**config.mk**
```make
export PLATFORM = sky130hd
export DESIGN_NAME = hsv_to_rgb_pixel_converter_top_flat
export DESIGN_NICKNAME = d
export VERILOG_FILES = /design/src/sv/hsv2rgb_pkg.sv /design/src/sv/hsv2rgb_hsv_if.sv /design/src/sv/hsv2rgb_rgb_if.sv /design/src/sv/hsv2rgb_hue.sv /design/src/sv/hsv2rgb_chan.sv /design/src/sv/hsv_to_rgb_pixel_converter_top.sv /design/src/flat_wrapper.sv
export SDC_FILE = /design/constraint.sdc
export NUM_CORES = 2
export LEC_CHECK = 0
export ABC_CLOCK_PERIOD_IN_PS = 6700
export BUFFER_PORTS_ARGS = -buffer_cell sky130_fd_sc_hd__buf_2
export CORE_MARGIN = 8
export CORE_UTILIZATION = 39
export CTS_CLUSTER_DIAMETER = 80
export DETAILED_ROUTE_END_ITERATION = 10
export SETUP_SLACK_MARGIN = 0.05
export SYNTH_ARGS = -nofsm -noshare
export SYNTH_HDL_FRONTEND = slang
export SYNTH_HIERARCHICAL = 1
export SYNTH_SLANG_ARGS = --single-unit
```
**constraint.sdc**
```tcl
create_clock -name clk -period 6.7 [get_ports clk]
set_clock_uncertainty 0.05 [all_clocks]
set_input_delay 0.67 -clock clk [delete_from_list [all_inputs] [get_ports clk]]
set_output_delay 0.67 -clock clk [all_outputs]
set_load 0.05 [all_outputs]
```
**src/sv/hsv2rgb_pkg.sv**
```systemverilog
`timescale 1ns / 1ps
// ----------------------------------------------------------------------------
// hsv2rgb_pkg
// Shared types, constants and helpers for the HSV to RGB converter.
// ----------------------------------------------------------------------------
package hsv2rgb_pkg;

  localparam int HueW    = 17;
  localparam int UnitInW = 10;
  localparam int UnitW   = 9;   // clamped 0..256
  localparam int ByteW   = 8;
  localparam int FracW   = 10;
  localparam int SectW   = 3;
  localparam int ChanW   = 27;  // channel with 26 fraction bits, 0..2^26

  localparam logic [UnitW-1:0]   UnitOne  = 9'd256;
  localparam logic [FracW:0]     FracOne  = 11'd1024;
  localparam logic [18:0]        ProdOne  = 19'h40000;  // 1.0 with 18 fraction bits
  // floor(x/15) = (x * Recip15) >> 15 for x < 1024
  localparam logic [11:0]        Recip15  = 12'd2185;
  // floor(q/6) = (q * Recip6) >> 8 for q < 69
  localparam logic [5:0]         Recip6   = 6'd43;

  typedef enum logic [SectW-1:0] {
    SECT_RED_YEL  = 3'd0,
    SECT_YEL_GRN  = 3'd1,
    SECT_GRN_CYN  = 3'd2,
    SECT_CYN_BLU  = 3'd3,
    SECT_BLU_MAG  = 3'd4,
    SECT_MAG_RED  = 3'd5
  } sector_t;

  // hue decomposition result handed to the channel math
  typedef struct packed {
    sector_t          sector;
    logic [FracW-1:0] frac;
    logic [UnitW-1:0] sat;
    logic [UnitW-1:0] val;
  } hue_sect_t;

  function automatic logic [UnitW-1:0] clamp_unit(input logic [UnitInW-1:0] x);
    logic [UnitW-1:0] r;
    if (x[UnitInW-1]) begin
      r = '0;
    end else if (x[UnitW-1:0] > UnitOne) begin
      r = UnitOne;
    end else begin
      r = x[UnitW-1:0];
    end
    return r;
  endfunction

endpackage

```
**src/sv/hsv2rgb_hsv_if.sv**
```systemverilog
`timescale 1ns / 1ps
// ----------------------------------------------------------------------------
// hsv2rgb_hsv_if
// Valid/ready channel carrying one HSV color request.
// ----------------------------------------------------------------------------
interface hsv2rgb_hsv_if;
  logic                                           valid;
  logic                                           ready;
  logic signed [hsv2rgb_pkg::HueW-1:0]            hue;
  logic signed [hsv2rgb_pkg::UnitInW-1:0]         saturation;
  logic signed [hsv2rgb_pkg::UnitInW-1:0]         brightness_value;

  modport source (output valid, hue, saturation, brightness_value, input ready);
  modport sink   (input valid, hue, saturation, brightness_value, output ready);
endinterface

```
**src/sv/hsv2rgb_rgb_if.sv**
```systemverilog
`timescale 1ns / 1ps
// ----------------------------------------------------------------------------
// hsv2rgb_rgb_if
// Valid/ready channel carrying one RGB pixel request.
// ----------------------------------------------------------------------------
interface hsv2rgb_rgb_if;
  logic                            valid;
  logic                            ready;
  logic [hsv2rgb_pkg::ByteW-1:0]   red;
  logic [hsv2rgb_pkg::ByteW-1:0]   green;
  logic [hsv2rgb_pkg::ByteW-1:0]   blue;

  modport source (output valid, red, green, blue, input ready);
  modport sink   (input valid, red, green, blue, output ready);
endinterface

```
**src/sv/hsv2rgb_hue.sv**
```systemverilog
`timescale 1ns / 1ps
// ----------------------------------------------------------------------------
// hsv2rgb_hue
// Three-stage hue split: clamp, sector index and 10-bit sector fraction.
// ----------------------------------------------------------------------------
module hsv2rgb_hue (
  input  logic                    clk,
  input  logic                    rst,
  hsv2rgb_hsv_if.sink             hsv_in,
  output logic                    sect_valid,
  input  logic                    sect_ready,
  output hsv2rgb_pkg::hue_sect_t  sect
);

  // stage 1: clamped inputs, coarse quotient h/960
  logic                             s1_vld;
  logic [6:0]                       s1_quot;
  logic [9:0]                       s1_hi;
  logic [5:0]                       s1_lo;
  logic [hsv2rgb_pkg::UnitW-1:0]    s1_sat, s1_val;
  // stage 2: remainder and sector
  logic                             s2_vld;
  logic [9:0]                       s2_rem;
  hsv2rgb_pkg::sector_t             s2_sector;
  logic [hsv2rgb_pkg::UnitW-1:0]    s2_sat, s2_val;
  // stage 3: fraction
  logic                             s3_vld;

  logic s1_adv, s2_adv, s3_adv;
  logic [15:0] hue_pos;
  logic [21:0] quot_prod;
  logic [9:0]  quot_x15;
  logic [9:0]  hi_rem;
  logic [11:0] six_prod;
  logic [3:0]  six_quot;
  logic [6:0]  sect_full;
  logic [21:0] rem_prod;
  logic [10:0] frac_sum;

  assign s3_adv       = !s3_vld || sect_ready;
  assign s2_adv       = !s2_vld || s3_adv;
  assign s1_adv       = !s1_vld || s2_adv;
  assign hsv_in.ready = s1_adv;
  assign sect_valid   = s3_vld;

  // 960 = 64 * 15, so divide the upper bits by 15
  always_comb begin
    hue_pos   = hsv_in.hue[16] ? 16'd0 : hsv_in.hue[15:0];
    quot_prod = {12'd0, hue_pos[15:6]} * {10'd0, hsv2rgb_pkg::Recip15};
  end

  always_comb begin
    quot_x15  = {3'd0, s1_quot} * 10'd15;
    hi_rem    = s1_hi - quot_x15;
    six_prod  = {5'd0, s1_quot} * {6'd0, hsv2rgb_pkg::Recip6};
    six_quot  = six_prod[11:8];
    sect_full = s1_quot - ({3'd0, six_quot} * 7'd6);
  end

  // f = rem * 16 / 15 = rem + rem / 15
  always_comb begin
    rem_prod = {12'd0, s2_rem} * {10'd0, hsv2rgb_pkg::Recip15};
    frac_sum = {1'b0, s2_rem} + {4'd0, rem_prod[21:15]};
  end

  always_ff @(posedge clk) begin
    if (rst) begin
      s1_vld <= 1'b0;
      s2_vld <= 1'b0;
      s3_vld <= 1'b0;
    end else begin
      if (s1_adv) s1_vld <= hsv_in.valid;
      if (s2_adv) s2_vld <= s1_vld;
      if (s3_adv) s3_vld <= s2_vld;
    end
  end

  always_ff @(posedge clk) begin
    if (s1_adv) begin
      s1_quot <= quot_prod[21:15];
      s1_hi   <= hue_pos[15:6];
      s1_lo   <= hue_pos[5:0];
      s1_sat  <= hsv2rgb_pkg::clamp_unit(hsv_in.saturation);
      s1_val  <= hsv2rgb_pkg::clamp_unit(hsv_in.brightness_value);
    end
    if (s2_adv) begin
      s2_rem    <= {hi_rem[3:0], s1_lo};
      s2_sector <= hsv2rgb_pkg::sector_t'(sect_full[2:0]);
      s2_sat    <= s1_sat;
      s2_val    <= s1_val;
    end
    if (s3_adv) begin
      sect.frac   <= frac_sum[9:0];
      sect.sector <= s2_sector;
      sect.sat    <= s2_sat;
      sect.val    <= s2_val;
    end
  end

endmodule

```
**src/sv/hsv2rgb_chan.sv**
```systemverilog
`timescale 1ns / 1ps
// ----------------------------------------------------------------------------
// hsv2rgb_chan
// Three-stage channel math: s*f terms, v products, sector routing and scale.
// ----------------------------------------------------------------------------
module hsv2rgb_chan (
  input  logic                    clk,
  input  logic                    rst,
  input  logic                    sect_valid,
  output logic                    sect_ready,
  input  hsv2rgb_pkg::hue_sect_t  sect,
  hsv2rgb_rgb_if.source           rgb_out
);

  localparam int CW = hsv2rgb_pkg::ChanW;

  // stage 4: saturation products
  logic                             s4_vld;
  logic [17:0]                      s4_sf;
  logic [18:0]                      s4_sfc;
  logic [16:0]                      s4_pv;
  logic [hsv2rgb_pkg::UnitW-1:0]    s4_val;
  hsv2rgb_pkg::sector_t             s4_sector;
  // stage 5: value products
  logic                             s5_vld;
  logic [CW-1:0]                    s5_q, s5_t;
  logic [16:0]                      s5_pv;
  logic [hsv2rgb_pkg::UnitW-1:0]    s5_val;
  hsv2rgb_pkg::sector_t             s5_sector;
  // stage 6: output register
  logic                             s6_vld;

  logic s4_adv, s5_adv, s6_adv;
  logic [hsv2rgb_pkg::FracW:0] frac_c;
  logic [18:0] q_fac, t_fac;
  logic [27:0] q_prod, t_prod;
  logic [CW-1:0] ch_v, ch_p, ch_r, ch_g, ch_b;
  logic [CW+7:0] sc_r, sc_g, sc_b;

  assign s6_adv        = !s6_vld || rgb_out.ready;
  assign s5_adv        = !s5_vld || s6_adv;
  assign s4_adv        = !s4_vld || s5_adv;
  assign sect_ready    = s4_adv;
  assign rgb_out.valid = s6_vld;

  assign frac_c = hsv2rgb_pkg::FracOne - {1'b0, sect.frac};

  always_comb begin
    q_fac  = hsv2rgb_pkg::ProdOne - {1'b0, s4_sf};
    t_fac  = hsv2rgb_pkg::ProdOne - s4_sfc;
    q_prod = {19'd0, s4_val} * {9'd0, q_fac};
    t_prod = {19'd0, s4_val} * {9'd0, t_fac};
  end

  always_comb begin
    ch_v = {s5_val, 18'd0};
    ch_p = {s5_pv, 10'd0};
    case (s5_sector)
      hsv2rgb_pkg::SECT_RED_YEL: begin ch_r = ch_v; ch_g = s5_t; ch_b = ch_p; end
      hsv2rgb_pkg::SECT_YEL_GRN: begin ch_r = s5_q; ch_g = ch_v; ch_b = ch_p; end
      hsv2rgb_pkg::SECT_GRN_CYN: begin ch_r = ch_p; ch_g = ch_v; ch_b = s5_t; end
      hsv2rgb_pkg::SECT_CYN_BLU: begin ch_r = ch_p; ch_g = s5_q; ch_b = ch_v; end
      hsv2rgb_pkg::SECT_BLU_MAG: begin ch_r = s5_t; ch_g = ch_p; ch_b = ch_v; end
      default:                   begin ch_r = ch_v; ch_g = ch_p; ch_b = s5_q; end
    endcase
    // x * 255 = x * 256 - x
    sc_r = {ch_r, 8'd0} - {8'd0, ch_r};
    sc_g = {ch_g, 8'd0} - {8'd0, ch_g};
    sc_b = {ch_b, 8'd0} - {8'd0, ch_b};
  end

  always_ff @(posedge clk) begin
    if (rst) begin
      s4_vld <= 1'b0;
      s5_vld <= 1'b0;
      s6_vld <= 1'b0;
    end else begin
      if (s4_adv) s4_vld <= sect_valid;
      if (s5_adv) s5_vld <= s4_vld;
      if (s6_adv) s6_vld <= s5_vld;
    end
  end

  always_ff @(posedge clk) begin
    if (s4_adv) begin
      s4_sf     <= {9'd0, sect.sat} * {8'd0, sect.frac};
      s4_sfc    <= {10'd0, sect.sat} * {8'd0, frac_c};
      s4_pv     <= {8'd0, sect.val} * {8'd0, (hsv2rgb_pkg::UnitOne - sect.sat)};
      s4_val    <= sect.val;
      s4_sector <= sect.sector;
    end
    if (s5_adv) begin
      s5_q      <= q_prod[CW-1:0];
      s5_t      <= t_prod[CW-1:0];
      s5_pv     <= s4_pv;
      s5_val    <= s4_val;
      s5_sector <= s4_sector;
    end
    if (s6_adv) begin
      rgb_out.red   <= sc_r[33:26];
      rgb_out.green <= sc_g[33:26];
      rgb_out.blue  <= sc_b[33:26];
    end
  end

endmodule

```
**src/sv/hsv_to_rgb_pixel_converter_top.sv**
```systemverilog
`timescale 1ns / 1ps
// ----------------------------------------------------------------------------
// hsv_to_rgb_pixel_converter_top
// Streaming HSV to RGB pixel converter, six-stage pipeline.
// ----------------------------------------------------------------------------
// One HSV request in, one RGB request out, no state between pixels. Hue is in
// 1/16 degree (negative clamps to zero, wraps at 360 degrees); saturation and
// brightness are Q8 (256 = 1.0), clamped to 0..1. Each output channel is
// floor(x * 255) of the usual v / p / q / t selection by 60-degree sector.
// Throughput is one pixel per clock while the output is ready; an accepted
// request passes through every stage register before output valid rises. The
// pipeline has six register stages with a valid bit each: three in the hue
// splitter and three in the channel math, the last of which is the output
// register. A stalled stage holds while bubbles ahead of it still fill, so the
// input keeps taking requests while a finished pixel waits at the output,
// until every stage holds one.
// ----------------------------------------------------------------------------
module hsv_to_rgb_pixel_converter_top (
  input  logic            clk,
  input  logic            rst,
  hsv2rgb_hsv_if.sink     hsv_in,
  hsv2rgb_rgb_if.source   rgb_out
);

  // hue splitter -> channel math
  logic                    sect_valid;
  logic                    sect_ready;
  hsv2rgb_pkg::hue_sect_t  sect;

  // stages 1..3: clamp, h/960 by reciprocal, sector and 10-bit fraction
  hsv2rgb_hue u_hue (
    .clk        (clk),
    .rst        (rst),
    .hsv_in     (hsv_in),
    .sect_valid (sect_valid),
    .sect_ready (sect_ready),
    .sect       (sect)
  );

  // stages 4..6: s*f, v*(1-...), sector routing, *255 and output register
  hsv2rgb_chan u_chan (
    .clk        (clk),
    .rst        (rst),
    .sect_valid (sect_valid),
    .sect_ready (sect_ready),
    .sect       (sect),
    .rgb_out    (rgb_out)
  );

  // ---------------------------------------------------------------------------
  // Assertions
  // ---------------------------------------------------------------------------

  // sector index from the reciprocal reduction stays within six sectors
  a_sector_range: assert property (@(posedge clk) disable iff (rst)
    sect_valid |-> (sect.sector <= hsv2rgb_pkg::SECT_MAG_RED))
    else $error("hue sector out of range");

  // sector fraction never reaches 1.0 and saturation/value stay clamped
  a_frac_range: assert property (@(posedge clk) disable iff (rst)
    sect_valid |-> (sect.frac <= 10'd1022 && sect.sat <= hsv2rgb_pkg::UnitOne &&
                    sect.val <= hsv2rgb_pkg::UnitOne))
    else $error("sector fraction or unit value out of range");

  // a request stalled between the two halves keeps its payload
  a_mid_hold: assert property (@(posedge clk) disable iff (rst)
    (sect_valid && !sect_ready) |=> (sect_valid && $stable(sect)))
    else $error("mid-pipeline request changed while stalled");

  // pipeline empties on reset
  a_reset_empty: assert property (@(posedge clk)
    rst |=> (!rgb_out.valid && !sect_valid))
    else $error("pipeline valid after reset");

endmodule
```
**src/flat_wrapper.sv**
```systemverilog
// flat-port wrapper written by rule: the top's interface ports become plain ports
module hsv_to_rgb_pixel_converter_top_flat 
  (clk, rst, hsv_in_valid, hsv_in_hue, hsv_in_saturation, hsv_in_brightness_value, hsv_in_ready, rgb_out_valid, rgb_out_red, rgb_out_green, rgb_out_blue, rgb_out_ready);
  hsv2rgb_hsv_if hsv_in_i ();
  hsv2rgb_rgb_if rgb_out_i ();
  input  logic clk;
  input  logic rst;
  input wire logic [$bits(hsv_in_i.valid)-1:0] hsv_in_valid;
  input wire logic [$bits(hsv_in_i.hue)-1:0] hsv_in_hue;
  input wire logic [$bits(hsv_in_i.saturation)-1:0] hsv_in_saturation;
  input wire logic [$bits(hsv_in_i.brightness_value)-1:0] hsv_in_brightness_value;
  output wire logic [$bits(hsv_in_i.ready)-1:0] hsv_in_ready;
  output wire logic [$bits(rgb_out_i.valid)-1:0] rgb_out_valid;
  output wire logic [$bits(rgb_out_i.red)-1:0] rgb_out_red;
  output wire logic [$bits(rgb_out_i.green)-1:0] rgb_out_green;
  output wire logic [$bits(rgb_out_i.blue)-1:0] rgb_out_blue;
  input wire logic [$bits(rgb_out_i.ready)-1:0] rgb_out_ready;
  assign hsv_in_i.valid = hsv_in_valid;
  assign hsv_in_i.hue = hsv_in_hue;
  assign hsv_in_i.saturation = hsv_in_saturation;
  assign hsv_in_i.brightness_value = hsv_in_brightness_value;
  assign hsv_in_ready = hsv_in_i.ready;
  assign rgb_out_valid = rgb_out_i.valid;
  assign rgb_out_red = rgb_out_i.red;
  assign rgb_out_green = rgb_out_i.green;
  assign rgb_out_blue = rgb_out_i.blue;
  assign rgb_out_i.ready = rgb_out_ready;
  hsv_to_rgb_pixel_converter_top u_core (.clk(clk), .rst(rst), .hsv_in(hsv_in_i), .rgb_out(rgb_out_i));
endmodule
```
==> impl_metrics.env <==
export IMPL_fmax_ghz=0.1579
export IMPL_final_hold_violation_count=0
export IMPL_min_from="hsv_in_valid"
export IMPL_synth_top_area_frac=0.2441
export IMPL_drive_gt1_frac=0.07002
export IMPL_htreeDepth=1
export IMPL_finalCritPeriodShare=0.9455
export IMPL_finalSetupViolCount=0
export IMPL_vias=24330
export IMPL_clk_pin_slew_worst_paths_ns=0.06
export IMPL_power_density_mw_per_mm2=384.5
export IMPL_worstHoldEndpoint="u_core/u_hue/s1_vld"
export IMPL_grtUsageMet2=0.2794
export IMPL_wl_um=78750
export IMPL_syn_inst=3624
export IMPL_timing_final_ws_setup_ns=0.3654
export IMPL_grt_pass1_vias=25597
export IMPL_place_congestion=0.8724
export IMPL_syn_nets=4479
export IMPL_path_cells="inv_1, ha_2, nand3_1, or3_4, or4_4, xor2_1, buf_4, and2_1, fa_1, fa_1, fa_1, inv_1, fa_1, inv_1, ha_2, a21o_1, a211o_1, nor3b_2, a31oi_1, nand4_1, nand4b_1, a21oi_1, xnor2_1"
export IMPL_die_h_um=316.4
export IMPL_rsz0062_at_grt="no"
export IMPL_route_detailed_drc=0
export IMPL_fin_total_pwr_mw=14.70
export IMPL_cts_inserted_buffers=31
export IMPL_max_stage_delay_ns=0.55
export IMPL_ys_dominant_reg_cell="edfxtp_1"
export IMPL_worst_setup_path_start_kind="register"
export IMPL_place_inst=4832
export IMPL_r2r_start="u_core/u_chan/s4_sf[0]"
export IMPL_synth_area_per_cell_um2=9.708
export IMPL_grt_busiest_layer="met2"
export IMPL_synth_seq_area_share=0.2322
export IMPL_period_needed_ns=6.335
export IMPL_drtPass1Iterations=5
export IMPL_crit_slowest_cell="fa_1"
export IMPL_slew_headroom=0.3373
export IMPL_wire_per_inst_um=16.11
export IMPL_syn2layout_area_growth_pct=8.674
export IMPL_grt_util_all_layers=0.1600
export IMPL_die_w_um=316.4
export IMPL_grt_ovfl_total=0
export IMPL_r2r_end="u_core/u_chan/s5_t[26]"
export IMPL_holdPathStages=3
export IMPL_ff2ff_setup_slack_ns=0.37
export IMPL_tightest_slew_ns=0.9869
export IMPL_final_cell_mix="inv_1 (644), fa_1 (429), ha_1 (383), nand2_1 (381), and2_1 (355)"
export IMPL_holdWs_ns=0.2225
export IMPL_gr_usage_met3=0.01765
export IMPL_worst_skew_pair_late_latency_ns=0.61
export IMPL_cts_root_buf="clkbuf_16"
export IMPL_synth_area_leader_cell="fa_1"
export IMPL_cpMostUsedCell="fa_1"
export IMPL_cts_sinks=274
export IMPL_ys_types=92
export IMPL_synth_edf_count=268
export IMPL_core_mm2=0.08974
export IMPL_maxCapViolCount=0
export IMPL_status="finished clean"
export IMPL_cts_resized=0
export IMPL_instances_no_fill=4889
export IMPL_yosys_register_bits=274
export IMPL_finalSetupTns_ns=0
export IMPL_synth_area_top_cells="fa_1 (24%), edfxtp_1 (23%), ha_1 (14%), inv_1 (6.9%), and2_1 (6.3%)"
export IMPL_use_met1=0.2070
export IMPL_crit_type="register to register"
export IMPL_drtIter0Drc=1298
export IMPL_vias_per_cell=4.976
export IMPL_ant_nets=0
export IMPL_report_final_slew_viol_count=0
export IMPL_ios=67
export IMPL_fin_nets=4544
export IMPL_worstPathRequired_ns=7.00
export IMPL_postCtsHoldBufs=0
export IMPL_initial_utilization=0.3921
export IMPL_port_buffers=66
export IMPL_post_cts_buffers=0
export IMPL_cp_end_kind="register"
export IMPL_cts_tree="built"
export IMPL_ys_warn_count=6
export IMPL_worstPathArrival_ns=6.64
export IMPL_cp_max_fo=9
export IMPL_irDropWorstVdd_mv=0.1934
export IMPL_antenna_cells=0
export IMPL_p_leak_nw=18.92
export IMPL_dp_slack_ns=0.2038
export IMPL_grt_max_degree=67
export IMPL_rows=110
export IMPL_rr_worst_depth=23
export IMPL_grt_pass1_wl_um=131200
export IMPL_layout_commonest_cell="inv_1"
export IMPL_dieArea_mm2=0.1001
export IMPL_clock_path_buffers=3
export IMPL_dp_hpwl_um=63880
export IMPL_ys_async_sr_fraction=0
export IMPL_antenna_found_initial=0
export IMPL_netlist_area_mm2=0.03518
export IMPL_hold_path_class="input pin to register"
## critical path, delay by kind of cell (launching register included)
family	cells	cell delay [ns]
xor gates and xnor gates	2	0.23
AOI/OAI and AO/OA	4	0.84
and+or+nand+nor	7	1.51
buffers and inverters	4	0.40
DFF	1	0.43
adders and majority gates	6	2.59
## worst max-delay path by stage
stage,endpoint,start,slack [ns]
floorplan,u_core/u_chan/s5_t[26],u_core/u_chan/s4_sf[0],0.57
global placement,u_core/u_chan/s5_t[26],u_core/u_chan/s4_sf[0],0.30
detailed placement,u_core/u_chan/s5_t[26],u_core/u_chan/s4_sfc[4],0.20
CTS,u_core/u_chan/s5_t[26],u_core/u_chan/s4_sfc[4],0.17
global route,u_core/u_chan/s5_q[26],u_core/u_chan/s4_sf[6],0.04
finish,u_core/u_chan/s5_t[26],u_core/u_chan/s4_sf[0],0.37
## per-layer routing
layer,share of wire,wire [um]
met1,0.45,35130
met2,0.48,37940
met3,0.036,2843
met4,0.036,2832
met5,0,0
## cell usage after synthesis (7+ instances only)
cell	n
nand4_1	13
nand3_1	56
clkbuf_1	74
nor2b_1	50
mux2i_1	24
nand2b_1	18
a21boi_0	14
xnor2_1	144
or3_1	15
xor2_1	44
o2111ai_1	7
or3b_1	7
a21oi_1	122
nor3_1	31
buf_2	18
o21bai_1	12
o21ai_0	58
a31oi_1	11
inv_1	645
nor2_1	133
o21ai_1	15
nand2_1	383
buf_6	7
a211o_1	8
and3_1	12
a211oi_1	12
a22oi_1	22
edfxtp_1	268
nand3b_1	11
and2_1	355
nor4_1	13
o21a_1	20
a21o_1	52
a31o_2	10
fa_1	429
or2_2	7
ha_1	385
o211ai_1	9
## metrics by stage
stage | instance area [um2] | util
after floorplan | 35180 | -
after global placement | 37060 | 0.4130
after detailed placement | 37060 | 0.4130
after CTS | 38110 | 0.4247
after global routing | 38230 | 0.4261
final | 38230 | 0.4261
## power breakdown
part	switching [mW]	internal, mW	total [mW]	leakage [nW]
clock	0.716	1.05	1.76	0.506
sequential	0.496	2.69	3.19	3.12
combinational	5.82	3.94	9.75	15.3
## logic make-up (layout without fill, tap and decap cells)
kind of cell             count (synthesis)  in the layout  share of synthesized area
multiplexers                            27             27                   0.007788
flip-flops                             274            274                     0.2322
AO/OA/AOI/OAI                          428            428                    0.08176
AND/OR/NAND/NOR                       1138           1138                     0.1665
buffers and inverters                  753            842                    0.08300
XOR/XNOR                               190            190                    0.04773
adder cells (fa/ha/maj)                814            814                     0.3810
## layout make-up
cell class | instances | area (um2)
Fill cell | 8689 | 51500
Multi-Input combinational cell | 2597 | 24220
Sequential cell | 274 | 8168
Timing Repair Buffer | 140 | 898.4
Clock buffer | 37 | 798.3
Inverter | 645 | 2422
Tap cell | 1176 | 1471
Clock inverter | 20 | 251.5
## sequential cells by signal, summed over array words and instances (netlist names), 8 cells and up
signal	flops
u_core/u_hue/s2_rem	10
u_core/u_hue/sect	31
u_core/u_hue/s1_sat	9
u_core/u_hue/s2_val	9
u_core/u_chan/s5_val	9
u_core/u_chan/s5_pv	17
u_core/u_chan/s4_sf	18
u_core/u_chan/rgb_out.blue	8
u_core/u_chan/s4_pv	17
u_core/u_hue/s1_val	9
u_core/u_chan/s5_q	27
u_core/u_chan/s5_t	26
u_core/u_chan/s4_val	9
u_core/u_chan/s4_sfc	18
u_core/u_hue/s2_sat	9
u_core/u_chan/rgb_out.green	8
u_core/u_chan/rgb_out.red	8
Note: power is estimated with default switching activity, not from simulation.
